## src/sv/egcd_pkg.sv

```systemverilog
// ----------------------------------------------------------------------------
// egcd_pkg
// Shared widths, microcode encoding and program table for the GCD engine.
// ----------------------------------------------------------------------------
package egcd_pkg;

	localparam int WIDTH = 32;
	localparam int KW    = $clog2(WIDTH);

	typedef logic [WIDTH-1:0] word_t;
	typedef logic [KW-1:0]    shcnt_t;
	typedef logic [2:0]       upc_t;

	localparam upc_t UPC_IDLE   = 3'd0;
	localparam upc_t UPC_ORDER  = 3'd1;
	localparam upc_t UPC_TEST   = 3'd2;
	localparam upc_t UPC_ALIGN  = 3'd3;
	localparam upc_t UPC_REDUCE = 3'd4;
	localparam upc_t UPC_SWAP   = 3'd5;
	localparam upc_t UPC_DONE   = 3'd6;

	typedef enum logic [2:0] {
		OP_NOP,
		OP_LOAD,
		OP_ORDER,
		OP_INIT,
		OP_ALIGN,
		OP_REDUCE,
		OP_SWAP
	} op_t;

	typedef enum logic [2:0] {
		CND_NEVER,
		CND_ALWAYS,
		CND_NO_START,
		CND_B_ZERO,
		CND_CAN_ALIGN,
		CND_K_NZ
	} cond_t;

	typedef struct packed {
		op_t   op;
		cond_t cond;
		upc_t  target;
		logic  done;
	} uword_t;

	typedef struct packed {
		op_t op;
	} ctrl_t;

	typedef struct packed {
		logic b_zero;
		logic can_align;
		logic k_nz;
	} status_t;

	function automatic uword_t ucode_rom(input upc_t addr);
		uword_t w;
		unique case (addr)
			UPC_IDLE:   w = '{OP_LOAD,   CND_NO_START,  UPC_IDLE,   1'b0};
			UPC_ORDER:  w = '{OP_ORDER,  CND_NEVER,     UPC_IDLE,   1'b0};
			UPC_TEST:   w = '{OP_INIT,   CND_B_ZERO,    UPC_DONE,   1'b0};
			UPC_ALIGN:  w = '{OP_ALIGN,  CND_CAN_ALIGN, UPC_ALIGN,  1'b0};
			UPC_REDUCE: w = '{OP_REDUCE, CND_K_NZ,      UPC_REDUCE, 1'b0};
			UPC_SWAP:   w = '{OP_SWAP,   CND_ALWAYS,    UPC_TEST,   1'b0};
			UPC_DONE:   w = '{OP_NOP,    CND_ALWAYS,    UPC_IDLE,   1'b1};
			default:    w = '{OP_NOP,    CND_ALWAYS,    UPC_IDLE,   1'b0};
		endcase
		return w;
	endfunction

endpackage

```

## src/sv/egcd_sequencer.sv

```systemverilog
// ----------------------------------------------------------------------------
// egcd_sequencer
// Step counter over the microcode table, with conditional jumps on status and start.
// ----------------------------------------------------------------------------
module egcd_sequencer import egcd_pkg::*; (
	input  logic    clk,
	input  logic    arst_n,
	input  logic    start,
	input  status_t status,
	output ctrl_t   ctrl,
	output logic    busy,
	output logic    done
);

	upc_t   upc_q;
	upc_t   upc_next;
	uword_t uw;
	logic   take;

	assign uw = ucode_rom(upc_q);

	always_comb begin
		unique case (uw.cond)
			CND_NEVER:     take = 1'b0;
			CND_ALWAYS:    take = 1'b1;
			CND_NO_START:  take = !start;
			CND_B_ZERO:    take = status.b_zero;
			CND_CAN_ALIGN: take = status.can_align;
			CND_K_NZ:      take = status.k_nz;
			default:       take = 1'b1;
		endcase
		upc_next = take ? uw.target : upc_q + upc_t'(1);
	end

	always_ff @(posedge clk or negedge arst_n) begin
		if (!arst_n) begin
			upc_q <= UPC_IDLE;
		end else begin
			upc_q <= upc_next;
		end
	end

	assign ctrl.op = uw.op;
	assign busy    = (upc_q != UPC_IDLE);
	assign done    = uw.done;

`ifndef SYNTHESIS
	a_done_then_idle: assert property (@(posedge clk) disable iff (!arst_n)
		done |=> !busy)
		else $error("sequencer did not return to idle after result");
	a_accept_then_busy: assert property (@(posedge clk) disable iff (!arst_n)
		(start && !busy) |=> (busy && !done))
		else $error("accepted transaction did not start the program");
	a_done_from_test: assert property (@(posedge clk) disable iff (!arst_n)
		done |-> $past(upc_q == UPC_TEST))
		else $error("result strobe not reached from the zero test");
`endif

endmodule

```

## src/sv/egcd_datapath.sv

```systemverilog
// ----------------------------------------------------------------------------
// egcd_datapath
// Operand registers with compare, subtract and one-bit shifts for remainders.
// ----------------------------------------------------------------------------
module egcd_datapath import egcd_pkg::*; (
	input  logic    clk,
	input  logic    arst_n,
	input  ctrl_t   ctrl,
	input  word_t   operand_a,
	input  word_t   operand_b,
	output status_t status,
	output word_t   divisor
);

	word_t  a_q;
	word_t  b_q;
	word_t  d_q;
	shcnt_t k_q;
	logic   a_lt_b;
	logic   a_ge_d;
	logic   can_align;

	assign a_lt_b    = (a_q < b_q);
	assign a_ge_d    = (a_q >= d_q);
	assign can_align = (d_q <= (a_q >> 1));

	always_ff @(posedge clk) begin
		unique case (ctrl.op)
			OP_LOAD: begin
				a_q <= operand_a;
				b_q <= operand_b;
			end
			OP_ORDER: begin
				if (a_lt_b) begin
					a_q <= b_q;
					b_q <= a_q;
				end
			end
			OP_INIT: begin
				d_q <= b_q;
				k_q <= '0;
			end
			OP_ALIGN: begin
				if (can_align) begin
					d_q <= d_q << 1;
					k_q <= k_q + shcnt_t'(1);
				end
			end
			OP_REDUCE: begin
				if (a_ge_d) begin
					a_q <= a_q - d_q;
				end
				if (k_q != '0) begin
					d_q <= d_q >> 1;
					k_q <= k_q - shcnt_t'(1);
				end
			end
			OP_SWAP: begin
				a_q <= b_q;
				b_q <= a_q;
			end
			default: begin
			end
		endcase
	end

	assign status.b_zero    = (b_q == '0);
	assign status.can_align = can_align;
	assign status.k_nz      = (k_q != '0);
	assign divisor          = a_q;

`ifndef SYNTHESIS
	a_swap_ordered: assert property (@(posedge clk) disable iff (!arst_n)
		(ctrl.op == OP_SWAP) |-> a_lt_b)
		else $error("remainder not below divisor at swap");
	a_reduce_final: assert property (@(posedge clk) disable iff (!arst_n)
		(ctrl.op == OP_REDUCE && k_q == '0) |=> a_lt_b)
		else $error("last reduce step left remainder too large");
	a_align_bounds: assert property (@(posedge clk) disable iff (!arst_n)
		(ctrl.op == OP_ALIGN) |-> (d_q != '0 && d_q <= a_q))
		else $error("shifted divisor out of range during align");
`endif

endmodule

```

## src/sv/euclid_gcd_top.sv

```systemverilog
// ----------------------------------------------------------------------------
// euclid_gcd_top
// Greatest common divisor of two unsigned words by Euclid's remainder method.
// ----------------------------------------------------------------------------
// Usage:
//   Drive operand_a and operand_b and raise start; the transaction is taken on
//   a rising edge with start high and busy low. busy stays high until the
//   result is out. divisor is valid for exactly one cycle while done is high;
//   the receiver must take it then, since it cannot stall the block.
//   One transaction runs at a time. Each remainder step runs the zero test,
//   an align loop that shifts the divisor left while it fits, a reduce loop
//   that subtracts and shifts it back, and the swap; the shifts over all
//   steps add up to less than WIDTH. done falls on the cycle after the
//   strobe and a new start is taken then.
//   gcd(a,0) = a, gcd(0,b) = b and gcd(0,0) = 0.
//   Reset puts the step counter back to idle and drops any transaction in
//   flight; no result is produced for it.
// ----------------------------------------------------------------------------
module euclid_gcd_top import egcd_pkg::*; (
	input  logic  clk,
	input  logic  arst_n,
	input  logic  start,
	output logic  busy,
	input  word_t operand_a,
	input  word_t operand_b,
	output logic  done,
	output word_t divisor
);

	ctrl_t   ctrl;
	status_t status;

	egcd_sequencer u_seq (
		.clk    (clk),
		.arst_n (arst_n),
		.start  (start),
		.status (status),
		.ctrl   (ctrl),
		.busy   (busy),
		.done   (done)
	);

	egcd_datapath u_dp (
		.clk       (clk),
		.arst_n    (arst_n),
		.ctrl      (ctrl),
		.operand_a (operand_a),
		.operand_b (operand_b),
		.status    (status),
		.divisor   (divisor)
	);

endmodule

```

## config.mk

```make
export PLATFORM = sky130hd
export DESIGN_NAME = euclid_gcd_top
export DESIGN_NICKNAME = d
export VERILOG_FILES = /design/src/sv/egcd_pkg.sv /design/src/sv/egcd_sequencer.sv /design/src/sv/egcd_datapath.sv /design/src/sv/euclid_gcd_top.sv
export SDC_FILE = /design/constraint.sdc
export NUM_CORES = 1
export LEC_CHECK = 0
export BUFFER_PORTS_ARGS = -buffer_cell sky130_fd_sc_hd__buf_2
export CAP_MARGIN = 15
export CORE_ASPECT_RATIO = 1.1
export CORE_UTILIZATION = 60
export DETAILED_ROUTE_END_ITERATION = 6
export PLACE_DENSITY = 0.92
export SLEW_MARGIN = 20
export SYNTH_ARGS = -nofsm -noshare
export SYNTH_HDL_FRONTEND = slang
export SYNTH_SLANG_ARGS = --single-unit
export TNS_END_PERCENT = 5
```

## constraint.sdc

```tcl
create_clock -name clk -period 7.1 [get_ports clk]
set_input_delay 1.065 -clock clk [delete_from_list [all_inputs] [get_ports clk]]
set_output_delay 1.065 -clock clk [all_outputs]
set_load 0.05 [all_outputs]
```

Yosys cells after proc, flatten, opt, wreduce, memory -nomap -nowiden
Cells that the tools add are included.

storage, ports and cells
  bits of input ports = 67
  register bits after elaboration = 104
  memories = 0
  ROM bits = 0
  bits in latches = 0
  RAM bits = 0
  word-level logic and storage cells = 58

operators by class
  order comparisons = 3
  reductions and logical operators = 12
  add/subtract/negate cells = 4
  shift-type cells = 0
  bitwise gates (word level) = 0
  eq/ne operators = 20
  divide/modulo/power cells = 0
  $mul = 0
  multiplexer cells = 14

operators by type and width
  kind                                                  count
  case mux 32 bit (3 select lines)                      2
  two-way mux 32 bit                                    5
  case mux 32 bit (4 select lines)                      1
  case mux 10 bit (7 select lines)                      1
  greater-or-equal comparator 32 bit                    1
  less-or-equal comparator 32 x 31 -> 1 bit             1
  zero test 32 bit                                      1
  < comparator 32 bit                                   1
  subtractor 32 bit                                     1
  equality test 3 bit (second input constant)           8
  equality test 3 x 2 -> 1 bit (second input constant)  6
  case mux 5 bit (3 select lines)                       1
  two-way mux 5 bit                                     2
  nonzero test 3 bit                                    3
  equality test 3 x 1 -> 1 bit (second input constant)  2
  zero test 3 bit                                       2
  != test 2 x 1 -> 1 bit (second input constant)        3
  AND reduction 3 bit                                   2
  adder 5 x 1 -> 5 bit (second input constant)          1
  case mux 1 bit (5 select lines)                       1
  nonzero test 5 bit                                    1
  subtractor 5 x 1 -> 5 bit (second input constant)     1
  nonzero test 4 bit                                    1
  adder 3 x 1 -> 3 bit (second input constant)          1
  4 further kinds                                       4

Depth between registers and ports, before layout
  depth in word-level cells = 5
  gate-level depth with buffers = 15
  gate-level depth less buffers = 11

Hierarchy
From an unflattened synthesis, not the netlist that was laid out.

second synthesis, totals
  cell total of the unflattened synthesis = 887
  area, all modules = 8536.9 um^2

by module, submodules not included
  module          seq. area each (um^2)  instances  cells each  area an instance (um^2)
  egcd_datapath   3032.9                 1          848         8185.4
  egcd_sequencer  75.1                   1          39          351.6

Least setup slack after synthesis
OpenSTA, ideal clock, no wires.

  kind = reg2reg
  from = reg u_dp.a_q[0] (netlist: u_dp.divisor[0])
  to = reg u_dp.a_q[0] (netlist: u_dp.divisor[0]), enable pin
  clock period less this slack = 4948 ps
  data required time = 6639 ps
  stages on the path, launching flop included = 11
  setup time = 461 ps
  data arrival time = 4487 ps
  setup slack = 2152 ps
  path through = edfxtp_1 > inv_1 > ha_1 > fa_1 > and2b_1 > o31a_1 > o31ai_4 > a21oi_1 > o21bai_1 > nor2b_1 > nor3_1

between the ends
  longest elaborated chain between the ends = 3
  elaborated cells between the ends (all ways) = 5
  classes of those cells = 2 x order compare; 2 x eq/ne; 1 x reduce/logical

RTL lines
  what                                                                       RTL line                                  RTL
  start: declaration                                                         egcd_datapath.sv:15                       word_t a_q;
  start signal: assignment                                                   egcd_datapath.sv:30                       a_q <= operand_a;
  start signal: assignment                                                   egcd_datapath.sv:35                       a_q <= b_q;
  start signal: assignment                                                   egcd_datapath.sv:51                       a_q <= a_q - d_q;
  greater-or-equal comparator 32 bit or < comparator 32 bit (tied branches)  egcd_datapath.sv:24, egcd_datapath.sv:23
  != test 2 x 1 -> 1 bit (no line)                                           --
  AND reduction 3 bit (no line) *                                            --

Mark *: on every way between the ends. The rest lies on a longest branch, timed or not.
A chain may end at the register's enable or synchronous reset.

Worst setup path in the final report
  from = reg u_seq.upc_q[2]
  to = reg u_dp.k_q[4], data pin

between the ends
  longest elaborated chain between the ends = 4
  elaborated cells between the ends (all ways) = 12
  classes of those cells = 9 x eq/ne; 2 x mux; 1 x reduce/logical

RTL lines
  what                                                                 RTL line              RTL
  start: declaration                                                   egcd_sequencer.sv:15  upc_t upc_q;
  start signal: assignment                                             egcd_sequencer.sv:39  upc_q <= upc_next;
  equality test 3 bit, or another cell as far along                    egcd_pkg.sv:60        unique case (addr)
  case mux 10 bit (7 select lines) *                                   egcd_pkg.sv:60
  equality test 3 bit or equality test 3 x 2 -> 1 bit (tied branches)  egcd_datapath.sv:28   unique case (ctrl.op)
  case mux 5 bit (3 select lines) *                                    egcd_datapath.sv:28
  end signal: assignment                                               egcd_datapath.sv:46   k_q <= k_q + shcnt_t'(1);
  end signal: assignment                                               egcd_datapath.sv:55   k_q <= k_q - shcnt_t'(1);
  end: declaration                                                     egcd_datapath.sv:18   shcnt_t k_q;

Marks and branches as above.

==> metrics.csv <==
stage;metric;value;unit
yosys;Synth Register Bits;104;
cts;Max Buffers Root-to-Sink;2;
cts;Clock Sinks;104;
floorplan;Ports;101;
yosys;Yosys top cell by area;edfxtp_1;
placement;Detail Placement HPWL;17.3;mm
sta;crit share post-route;52.1;%
sta;WHS;0.478;ns
cts;cell chosen for the clock root;clkbuf_16;
cts;Post CTS Setup Buffer Count;0;
job;max-cap viol count;0;
sta;setup violators final;0;
grt;Global Route Usage Sum;33.5;%
sta;final hold violation count;0;
worst_setup_path;CP cell instances;inv_1, ha_1, o21ai_4, buf_4, inv_2, ha_1, a21o_1, a21oi_1, xnor2_1, nand2_1, mux2_2, nor2_1;
worst_setup_path;Max stage delay cell, worst path;dfrtp_1;
layout;share of post-route cells with drive strength above 1;18.4;%
grt;initial antenna violation count;0;
worst_setup_path;worst endpoint data arrival time;3.92;ns
routing;wire per inst;19.8;um
floorplan;DIE WIDTH;117;um
yosys;average size of a mapped cell;9.40;sq um
sta;RSZ-0062 raised after global routing;false;
placement;Post-DP Area;9360;sq um
cts;H-tree depth;3;
grt;vias in the first global route;7257;
placement;number of I/O port buffers;100;
yosys;Synth top cells by count;inv_1, nand2_1, ha_1;
worst_setup_path;most frequent CP cell;ha_1;
routing;vias per cell;6.46;
sta;Worst Tran Pin Value;1.13;ns
layout;Fill cells;1084;
cts;CTS buffer count;9;
grt;remaining global-route overflow;0;
yosys;Area contributors post-synth;edfxtp_1, ha_1, inv_1;
yosys;unique cell type count in the Yosys netlist;78;
layout;design area;9650;sq um
placement;gpl congestion;0.969;
sta;Clock Skews;0.0110;ns
yosys;Post-Synthesis Cell Area;8690;sq um
sta;Worst slew margin;24.3;%
routing;Vias;7753;
worst_hold_path;hold crit path type;in -> async;
worst_setup_path;CP startpoint kind;register;
cts;worst-skew pair later-pin latency;0.37;ns
grt;first-pass GRT wire length;38.0;mm
floorplan;Rows;45;
run_status;status;complete, no violations;
yosys;asr flop ratio synth;2.88;%
cts;hold buffers post-CTS;0;
cts;post_cts resized;0;
worst_setup_path;CP Class;reg -> reg;
worst_setup_path;Max Fanout on Critical Path;43;
layout;ant diodes;0;
routing;DRT Wirelength;23.8;mm
worst_setup_path;critical path capture point type;register;
yosys;top-count cell post-synth;inv_1;
yosys;dominant register cell in the synthesized netlist;edfxtp_1;
worst_setup_path;crit-path max cell delay;0.54;ns
yosys;cell count after synthesis;924;
yosys;Syn Nets;1098;
routing;Post-DRT Antenna Nets;0;
sta;Final Max Slew Viols;0;
yosys;register area share after synthesis;35.8;%
sta;PnR worst setup slack;3.40;ns
sta;Total Neg Setup Slack;0;ns
sta;achievable frequency;270;MHz
routing;Initial DRT Pass Iterations;5;
sta;min Tclk post-route;3.70;ns
floorplan;Die Span Y;128;um
placement;pre-CTS setup slack;3.51;ns
floorplan;Initial Utilization;62.2;%
floorplan;die area;15000;sq um
cts;Clk pin slew, worst setup/hold paths;0.08;ns
worst_setup_path;Req. time, crit path;7.32;ns
cts;TritonCTS clock tree;done;
yosys;post-synth top area share;34.9;%
layout;Layout area overhead;11.0;%
routing;drt initial violations;979;
yosys;synth warn;0;
grt;largest net degree at the start of global routing;72;
layout;Final #Nets;1182;
routing;DRC Markers;0;
floorplan;CORE AREA;14000;sq um
yosys;EDFF count, synth;101;
==> registers in the layout, indices dropped and copies added, names as in the netlist <==
| register | flops |
|---|---|
| u_dp.divisor | 32 |
| u_dp.b_q | 32 |
| u_seq.upc_q | 3 |
| u_dp.k_q | 5 |
| u_dp.d_q | 32 |
==> final timing paths <==
| kind | start | end | slack, ns | cells past startpoint |
|---|---|---|---|---|
| setup reg to reg | u_seq.upc_q[2] | u_dp.k_q[4] | 3.40 | 12 |
| hold reg to reg | u_dp.divisor[0] | u_dp.b_q[0] | 0.66 | 1 |
| hold / removal | arst_n | u_seq.upc_q[0] | 0.48 | 1 |
| min in group clk | u_dp.divisor[0] | u_dp.b_q[0] | 0.66 | 1 |
| max in group asynchronous | arst_n | u_seq.upc_q[1] | 6.51 | 1 |
| setup / recovery | u_seq.upc_q[2] | u_dp.k_q[4] | 3.40 | 12 |
==> metal layers <==
| metal | vias up | global-route usage (%) | wire length (um) | part of all wire [%] |
|---|---|---|---|---|
| met4 | 0 | 15.0 | 899 | 3.8 |
| met2 | 449 | 53.3 | 11100 | 47 |
| li1 | 3566 | - | - | - |
| met5 | - | 0 | 0 | 0 |
| met1 | 3670 | 45.3 | 9640 | 40 |
| met3 | 68 | 4.82 | 2180 | 9.2 |
==> critical path: cells and delay by family, from the launching register on <==
family,cells,cell delay (ns)
compound gates,3,0.50
xor+xnor,1,0.15
fa+ha+maj,2,0.83
buf+inv,3,1.08
flops,1,0.54
mux,1,0.26
simple gates,2,0.16
==> layout make-up <==
class | count | area (sq um) | share of cell area (%)
flip-flops and latches | 104 | 3110 | 32.2
clock inverters | 5 | 57.6 | 0.597
multi-input cells | 673 | 5030 | 52.2
inverters | 112 | 420 | 4.36
repair buffers | 108 | 561 | 5.81
clock buffers | 11 | 233 | 2.41
well taps | 188 | 235 | 2.44
==> cells in the final DEF, fill, tap and decap left out, types with 15 or more instances in the layout <==
cell type / netlist / layout
inv_1: 111 / 111
a21o_1: 25 / 25
edfxtp_1: 101 / 101
nand2_1: 106 / 106
xnor2_1: 15 / 15
buf_2: 4 / 100
a22oi_1: 50 / 50
a21oi_1: 53 / 53
nand4_1: 21 / 21
ha_1: 105 / 104
nor2_1: 49 / 45
mux2_2: 34 / 34
o21ai_0: 36 / 36
==> cells by family after synthesis <==
group	Yosys count	synth area share, %
AO/OA/AOI/OAI	246	19.8
XOR/XNOR	28	2.82
adder cells (fa/ha/maj)	107	15.6
buffers and inverters	147	6.71
flip-flops	104	35.8
multiplexers	39	4.98
AND/OR/NAND/NOR	253	14.3
==> per-stage QoR <==
step	cells	util [%]
after floorplan	924	-
after global placement	1185	67.0
after detailed placement	1185	67.0
after CTS	1201	69.1
after global routing	1201	69.1
final	1201	69.1
Power is left out: the tool's default activity adds up to more than one toggle a clock period on the data nets, which glitch-free logic cannot reach.
